<file path="config.mk">
export PLATFORM = sky130hd
export DESIGN_NAME = cordic_atan2
export DESIGN_NICKNAME = d
export VERILOG_FILES = /design/src/hdl/catan2_pkg.sv /design/src/hdl/catan2_prerot.sv /design/src/hdl/catan2_rotator.sv /design/src/hdl/cordic_atan2.sv
export SDC_FILE = /design/constraint.sdc
export NUM_CORES = 2
export LEC_CHECK = 0
export CAP_MARGIN = 20
export CORE_ASPECT_RATIO = 1.1
export CORE_MARGIN = 2
export CORE_UTILIZATION = 60
export DETAILED_ROUTE_END_ITERATION = 16
export DONT_BUFFER_PORTS = 1
export PLACE_DENSITY = 0.85
export SLEW_MARGIN = 20
export SYNTH_ARGS = -nofsm -noshare
export SYNTH_HDL_FRONTEND = slang
export SYNTH_SLANG_ARGS = --single-unit
</file>
<file path="constraint.sdc">
create_clock -name clk -period 14.1 [get_ports clk]
set_input_delay 2.115 -clock clk [delete_from_list [all_inputs] [get_ports clk]]
set_output_delay 2.115 -clock clk [all_outputs]
set_load 0.01 [all_outputs]
</file>
<file path="src/hdl/catan2_pkg.sv">
// catan2_pkg: widths, stage payload type and arctangent table for cordic_atan2
// no dependencies
`timescale 1ns / 1ps

package catan2_pkg;

  localparam int ITERATIONS = 16;
  localparam int DATA_WIDTH = 32;

  // port widths fixed by the item fields
  localparam int COORD_W  = 32;
  localparam int ANGLE_W  = 23;
  localparam int IN_W     = 2 * COORD_W;
  localparam int OUT_W    = ((ANGLE_W + 7) / 8) * 8;

  // internal x/y carry two guard bits
  localparam int XY_W = DATA_WIDTH + 2;

  localparam logic signed [ANGLE_W-1:0] HALF_PI_Q20 = 23'sd1647099;

  typedef struct packed {
    logic signed [XY_W-1:0]    x;
    logic signed [XY_W-1:0]    y;
    logic signed [ANGLE_W-1:0] theta;
  } vec_t;

  // atan(2^-i) in q20
  function automatic logic signed [ANGLE_W-1:0] atan_entry(input int idx);
    logic signed [ANGLE_W-1:0] r;
    unique case (idx)
      0:       r = 23'sd823549;
      1:       r = 23'sd486169;
      2:       r = 23'sd256878;
      3:       r = 23'sd130395;
      4:       r = 23'sd65450;
      5:       r = 23'sd32757;
      6:       r = 23'sd16382;
      7:       r = 23'sd8191;
      8:       r = 23'sd4095;
      9:       r = 23'sd2047;
      10:      r = 23'sd1023;
      11:      r = 23'sd511;
      12:      r = 23'sd255;
      13:      r = 23'sd127;
      14:      r = 23'sd63;
      15:      r = 23'sd31;
      default: r = '0;
    endcase
    return r;
  endfunction

endpackage

</file>
<file path="src/hdl/catan2_prerot.sv">
// catan2_prerot: input stage, sign extension and quarter-turn pre-rotation
// depends on catan2_pkg
`timescale 1ns / 1ps

module catan2_prerot (
  input  logic                      clk,
  input  logic                      rst,
  input  logic                      in_valid,
  output logic                      in_ready,
  input  logic [catan2_pkg::DATA_WIDTH-1:0] y_raw,
  input  logic [catan2_pkg::DATA_WIDTH-1:0] x_raw,
  output logic                      out_valid,
  input  logic                      out_ready,
  output catan2_pkg::vec_t          out_vec
);
  import catan2_pkg::*;

  logic signed [XY_W-1:0] y_ext;
  logic signed [XY_W-1:0] x_ext;
  vec_t                   vec_next;

  assign y_ext = XY_W'(signed'(y_raw));
  assign x_ext = XY_W'(signed'(x_raw));

  always_comb begin
    vec_next.x     = x_ext;
    vec_next.y     = y_ext;
    vec_next.theta = '0;
    if (x_ext[XY_W-1]) begin
      if (!y_ext[XY_W-1]) begin
        vec_next.theta = HALF_PI_Q20;
        vec_next.x     = y_ext;
        vec_next.y     = -x_ext;
      end else begin
        vec_next.theta = -HALF_PI_Q20;
        vec_next.x     = -y_ext;
        vec_next.y     = x_ext;
      end
    end
  end

  assign in_ready = !out_valid || out_ready;

  always_ff @(posedge clk) begin
    if (rst) begin
      out_valid <= 1'b0;
    end else if (in_ready) begin
      out_valid <= in_valid;
    end
    if (in_ready && in_valid) begin
      out_vec <= vec_next;
    end
  end

endmodule

</file>
<file path="src/hdl/catan2_rotator.sv">
// catan2_rotator: chain of registered micro-rotation stages, one per table entry
// depends on catan2_pkg
`timescale 1ns / 1ps

module catan2_rotator (
  input  logic             clk,
  input  logic             rst,
  input  logic             in_valid,
  output logic             in_ready,
  input  catan2_pkg::vec_t in_vec,
  output logic             out_valid,
  input  logic             out_ready,
  output catan2_pkg::vec_t out_vec
);
  import catan2_pkg::*;

  logic [ITERATIONS-1:0] valid;
  logic [ITERATIONS-1:0] rdy;
  vec_t                  vec [ITERATIONS];

  // stage k may load when empty or when stage k+1 takes its item
  assign rdy[ITERATIONS-1] = !valid[ITERATIONS-1] || out_ready;

  genvar k;
  generate
    for (k = 0; k < ITERATIONS; k++) begin : g_stage
      logic src_valid;
      vec_t src;
      vec_t nxt;

      if (k == 0) begin : g_first
        assign src_valid = in_valid;
        assign src       = in_vec;
      end else begin : g_rest
        assign src_valid = valid[k-1];
        assign src       = vec[k-1];
      end

      if (k < ITERATIONS - 1) begin : g_rdy
        assign rdy[k] = !valid[k] || rdy[k+1];
      end

      // zero y counts as non-negative
      always_comb begin
        if (src.y[XY_W-1]) begin
          nxt.x     = src.x - (src.y >>> k);
          nxt.y     = src.y + (src.x >>> k);
          nxt.theta = src.theta - atan_entry(k);
        end else begin
          nxt.x     = src.x + (src.y >>> k);
          nxt.y     = src.y - (src.x >>> k);
          nxt.theta = src.theta + atan_entry(k);
        end
      end

      always_ff @(posedge clk) begin
        if (rst) begin
          valid[k] <= 1'b0;
        end else if (rdy[k]) begin
          valid[k] <= src_valid;
        end
        if (rdy[k] && src_valid) begin
          vec[k] <= nxt;
        end
      end
    end
  endgenerate

  assign in_ready  = rdy[0];
  assign out_valid = valid[ITERATIONS-1];
  assign out_vec   = vec[ITERATIONS-1];

endmodule

</file>
<file path="src/hdl/cordic_atan2.sv">
// cordic_atan2: four-quadrant arctangent, as a q20 angle, of a point by pipelined cordic vectoring
// depends on catan2_pkg, catan2_prerot, catan2_rotator
//
//  channel | dir | width | contents (lsb first)
//  --------+-----+-------+--------------------------------------
//  s_*     | in  | 64    | y_coord[31:0], x_coord[63:32]
//  m_*     | out | 24    | angle[22:0], zero pad [23]
//
// one item per clock sustained while m_tready stays high; each item passes the
// pre-rotation register and then one register per micro-rotation stage
// every stage holds a valid bit and loads when empty or when its successor
// loads, so bubbles are squeezed out and a stalled output holds its item
// while upstream stages keep filling
// rst is synchronous and clears only the valid bits
`timescale 1ns / 1ps

module cordic_atan2 (
  input  logic                         clk,
  input  logic                         rst,
  // item in: y_coord [31:0], x_coord [63:32]
  input  logic                         s_tvalid,
  output logic                         s_tready,
  input  logic [catan2_pkg::IN_W-1:0]  s_tdata,
  // item out: angle [22:0], zero [23]
  output logic                         m_tvalid,
  input  logic                         m_tready,
  output logic [catan2_pkg::OUT_W-1:0] m_tdata
);
  import catan2_pkg::*;

  // handoff between pre-rotation and rotation chain
  logic pre_valid;
  logic pre_ready;
  vec_t pre_vec;
  vec_t fin_vec;

  // only the low DATA_WIDTH bits of each coordinate are used
  catan2_prerot u_prerot (
    .clk       (clk),
    .rst       (rst),
    .in_valid  (s_tvalid),
    .in_ready  (s_tready),
    .y_raw     (s_tdata[DATA_WIDTH-1:0]),
    .x_raw     (s_tdata[COORD_W +: DATA_WIDTH]),
    .out_valid (pre_valid),
    .out_ready (pre_ready),
    .out_vec   (pre_vec)
  );

  // last rotator stage doubles as the output register
  catan2_rotator u_rotator (
    .clk       (clk),
    .rst       (rst),
    .in_valid  (pre_valid),
    .in_ready  (pre_ready),
    .in_vec    (pre_vec),
    .out_valid (m_tvalid),
    .out_ready (m_tready),
    .out_vec   (fin_vec)
  );

  // angle goes out as-is, upper pad bits zero
  assign m_tdata = {{(OUT_W - ANGLE_W){1'b0}}, fin_vec.theta};

endmodule

</file>
==> flow_metrics.tcl <==
set metrics [dict create \
    crit_family "simple AND/OR/NAND/NOR gates" \
    busiest_layer "met2" \
    pin_count 94 \
    n_fill_cell 15410 \
    cts_hold_buf 0 \
    fin_skew_ns 0.04955 \
    grt_pass1_vias 91220 \
    avgViaCountPerCell 6.213 \
    fp.dieArea_um2 201400 \
    finalCriticalPeriod_ns 7.248 \
    worstMarginPinSlew_ns 1.280 \
    dp_hpwl_um 228400 \
    path_class "in2out" \
    die_w_um 428.1 \
    p_per_area_nw_per_um2 94.31 \
    core_area_um2 197100 \
    post_cts_resized 0 \
    hp-class "reg2reg" \
    cp.arrival_ns 5.13 \
    num_vias 95560 \
    finalWorstSetupSlack_ns 6.852 \
    status "finished, final reports clean" \
    final_common_cell "a21oi_1" \
    post_cts_buffers 0 \
    async_flop_share_pct 0 \
    ys_warn_count 0 \
    tns_ns 0 \
    die_h_um 470.5 \
    dp_worst_setup_slack_ns 6.943 \
    fin_nets 14100 \
    drt_pass1_iterations 8 \
    port_buffers 0 \
    netlist_area_um2 118700 \
    finalHoldViolCount 0 \
    final_area_um2 127200 \
    worstSetupEndpointType "output port" \
    drt_iter0_drc 7847 \
    crit_required_ns 11.98 \
    cts_tree "yes" \
    max_slew_margin_pct 13.87 \
    cp_cell_sequence "nor2b_1 > and3_1 > and3_1 > nand2_1 > nor3_1 > and3_1 > buf_4 > nand4_1" \
    fmax_ghz 0.1380 \
    synth_sequential_area_ratio_pct 35.12 \
    cts_buffers 158 \
    syn_inst 12630 \
    wl_um 295400 \
    synthFlopType "edfxtp_1" \
    start_util_pct 60.24 \
    crit_top_cell "and3_1" \
    worstSkewPairLatency_ns 0.86 \
    final_cell_mix "a21oi_1, edfxtp_1, ha_1" \
    syn_avg_cell_area_um2 9.398 \
    path_buf_inv 1 \
    final_layout_size_suffix_gt1_share_pct 3.701 \
    wl_per_cell_um 19.21 \
    fin_crit_sh_pct 51.41 \
    row_count 171 \
    grtUsageMet2_pct 50.24 \
    rsz0062_at_grt "false" \
    grt_pass1_wl_um 470700 \
    grt_max_degree 128 \
    vdd_drop_max_v 0.0001228 \
    synth_edf_count 1377 \
    placed_cell_area_um2 121700 \
    drc 0 \
    area_growth_pct 7.133 \
    finalMaxSlewViolations 0 \
    synth-seq-cells 1394 \
    synth_cell_types 84 \
    setup_viol 0 \
    p_leak_nw 50.98 \
    use_met1_pct 33.58 \
    cp_max_fo 7 \
    grt_antenna_before_repair 10 \
    cts.sinks 1394 \
    use_met3_pct 3.466 \
    htree_levels 4 \
    antenna_left 0 \
    clockBufferDepth 3 \
    max_stage_delay_ns 0.71 \
    clk_pin_slew_ns 0.06 \
    place.gp.congestion 1.004 \
    start_kind "input pin" \
    drv_cap 0 \
    slowest_stage "nor3_1" \
    clock-root-buffer "clkbuf_16" \
    grt_util_all_layers_pct 28.44 \
    overflow 0 \
]
[path summary, 6_finish.rpt]
path / start / to / slack [ns] / cells after the start
worst min register to register: u_rotator.vec[0][455] / u_rotator.vec[0][546] / 0.43 / 0
worst max-delay path: m_tready / s_tready / 6.85 / 8
worst min-delay path: u_rotator.vec[0][455] / u_rotator.vec[0][546] / 0.43 / 0
worst max register to register: u_rotator.vec[0][435] / u_rotator.vec[0][511] / 8.25 / 16
[sequential cells by signal, indices dropped and copies added (netlist names)]
name / cells
u_rotator.vec: 1306
u_prerot.out_vec: 71
u_rotator.g_stage.src_valid: 15
u_prerot.out_valid: 1
u_rotator.out_valid: 1
[cell type report]
| class | count | area [um^2] | share of cell area [%] |
|---|---|---|---|
| Inverter | 611 | 2293 | 1.803 |
| Multi-Input combinational cell | 10430 | 74150 | 58.31 |
| Clock inverter | 108 | 1252 | 0.9849 |
| Clock buffer | 181 | 4090 | 3.216 |
| Antenna cell | 6 | 15.01 | 0.01181 |
| Tap cell | 2595 | 3247 | 2.553 |
| Sequential cell | 1394 | 41690 | 32.78 |
| Timing Repair Buffer | 54 | 431.7 | 0.3394 |
[worst reg2reg max path, stage by stage, from the launching register on]
cell and delay [ns]:
edfxtp_1 0.44, or4_1 0.56, or3_1 0.38, or3_1 0.39, or4_1 0.53, nor3_1 0.48, a21oi_1 0.17, xor2_1 0.18
ha_1 0.45, nand2_1 0.11, a211oi_1 0.41, a41oi_1 0.26, a211oi_1 0.34, o21ai_0 0.18, a21boi_0 0.34, mux2i_1 0.21
o311ai_0 0.14
[per-stage QoR]
stage	std cells	hold slack (ns)	utilization, %	power, mW
final	15380	0.4278	64.53	11.99
after global routing	15380	0.4275	64.53	12.49
after CTS	15370	0.4276	64.50	12.00
after detailed placement	15080	0.4138	61.78	7.767
after global placement	15080	0.4126	61.78	7.707
after floorplan	12630	0.4003	-	7.183
[logic make-up after synthesis]
group                      count (synthesis)  synth area share [%]
AOI/OAI and AO/OA                       3627                 19.17
and+or+nand+nor                         3513                 14.12
muxes                                     67                0.5966
other                                      1              0.003159
buffers and inverters                    807                 2.555
DFF                                     1394                 35.12
adders and majority gates               1381                 14.85
xor gates and xnor gates                1840                 13.58
[layer usage]
layer  share of wire [%]  vias to the layer above
met5              0.0041                        -
li1                    -                    46500
met1                  40                    45070
met3                 5.5                      808
met2                  49                     3180
met4                 5.8                        2
[synthesized netlist by cell type, drive strengths merged, types with 93 or more instances]
master,n,area [um^2]
and2,104,650.6
xor2,593,5194
inv,605,2271
clkbuf,153,574.3
nand2,630,2365
nor4,101,644.4
o21ai,604,3023
or3,93,591.8
xnor2,1247,10920
edfxtp,1377,41350
nor2b,207,1295
ha,1334,16690
a31oi,118,738.2
a21o,470,3528
nand2b,168,1059
and3,96,600.6
o21bai,166,1246
nand3,187,935.9
a21oi,1388,6947
nor2,1316,4940
nor3,335,1677
o21a,182,1366
[power by group]
| group | switching [mW] | internal, mW | total [mW] |
|---|---|---|---|
| Sequential | 0.148 | 4.84 | 4.99 |
| Clock | 1.82 | 2.41 | 4.23 |
| Combinational | 1.59 | 1.18 | 2.77 |
| Total | 3.56 | 8.43 | 12.0 |
Power figures use the tool's default switching activity.
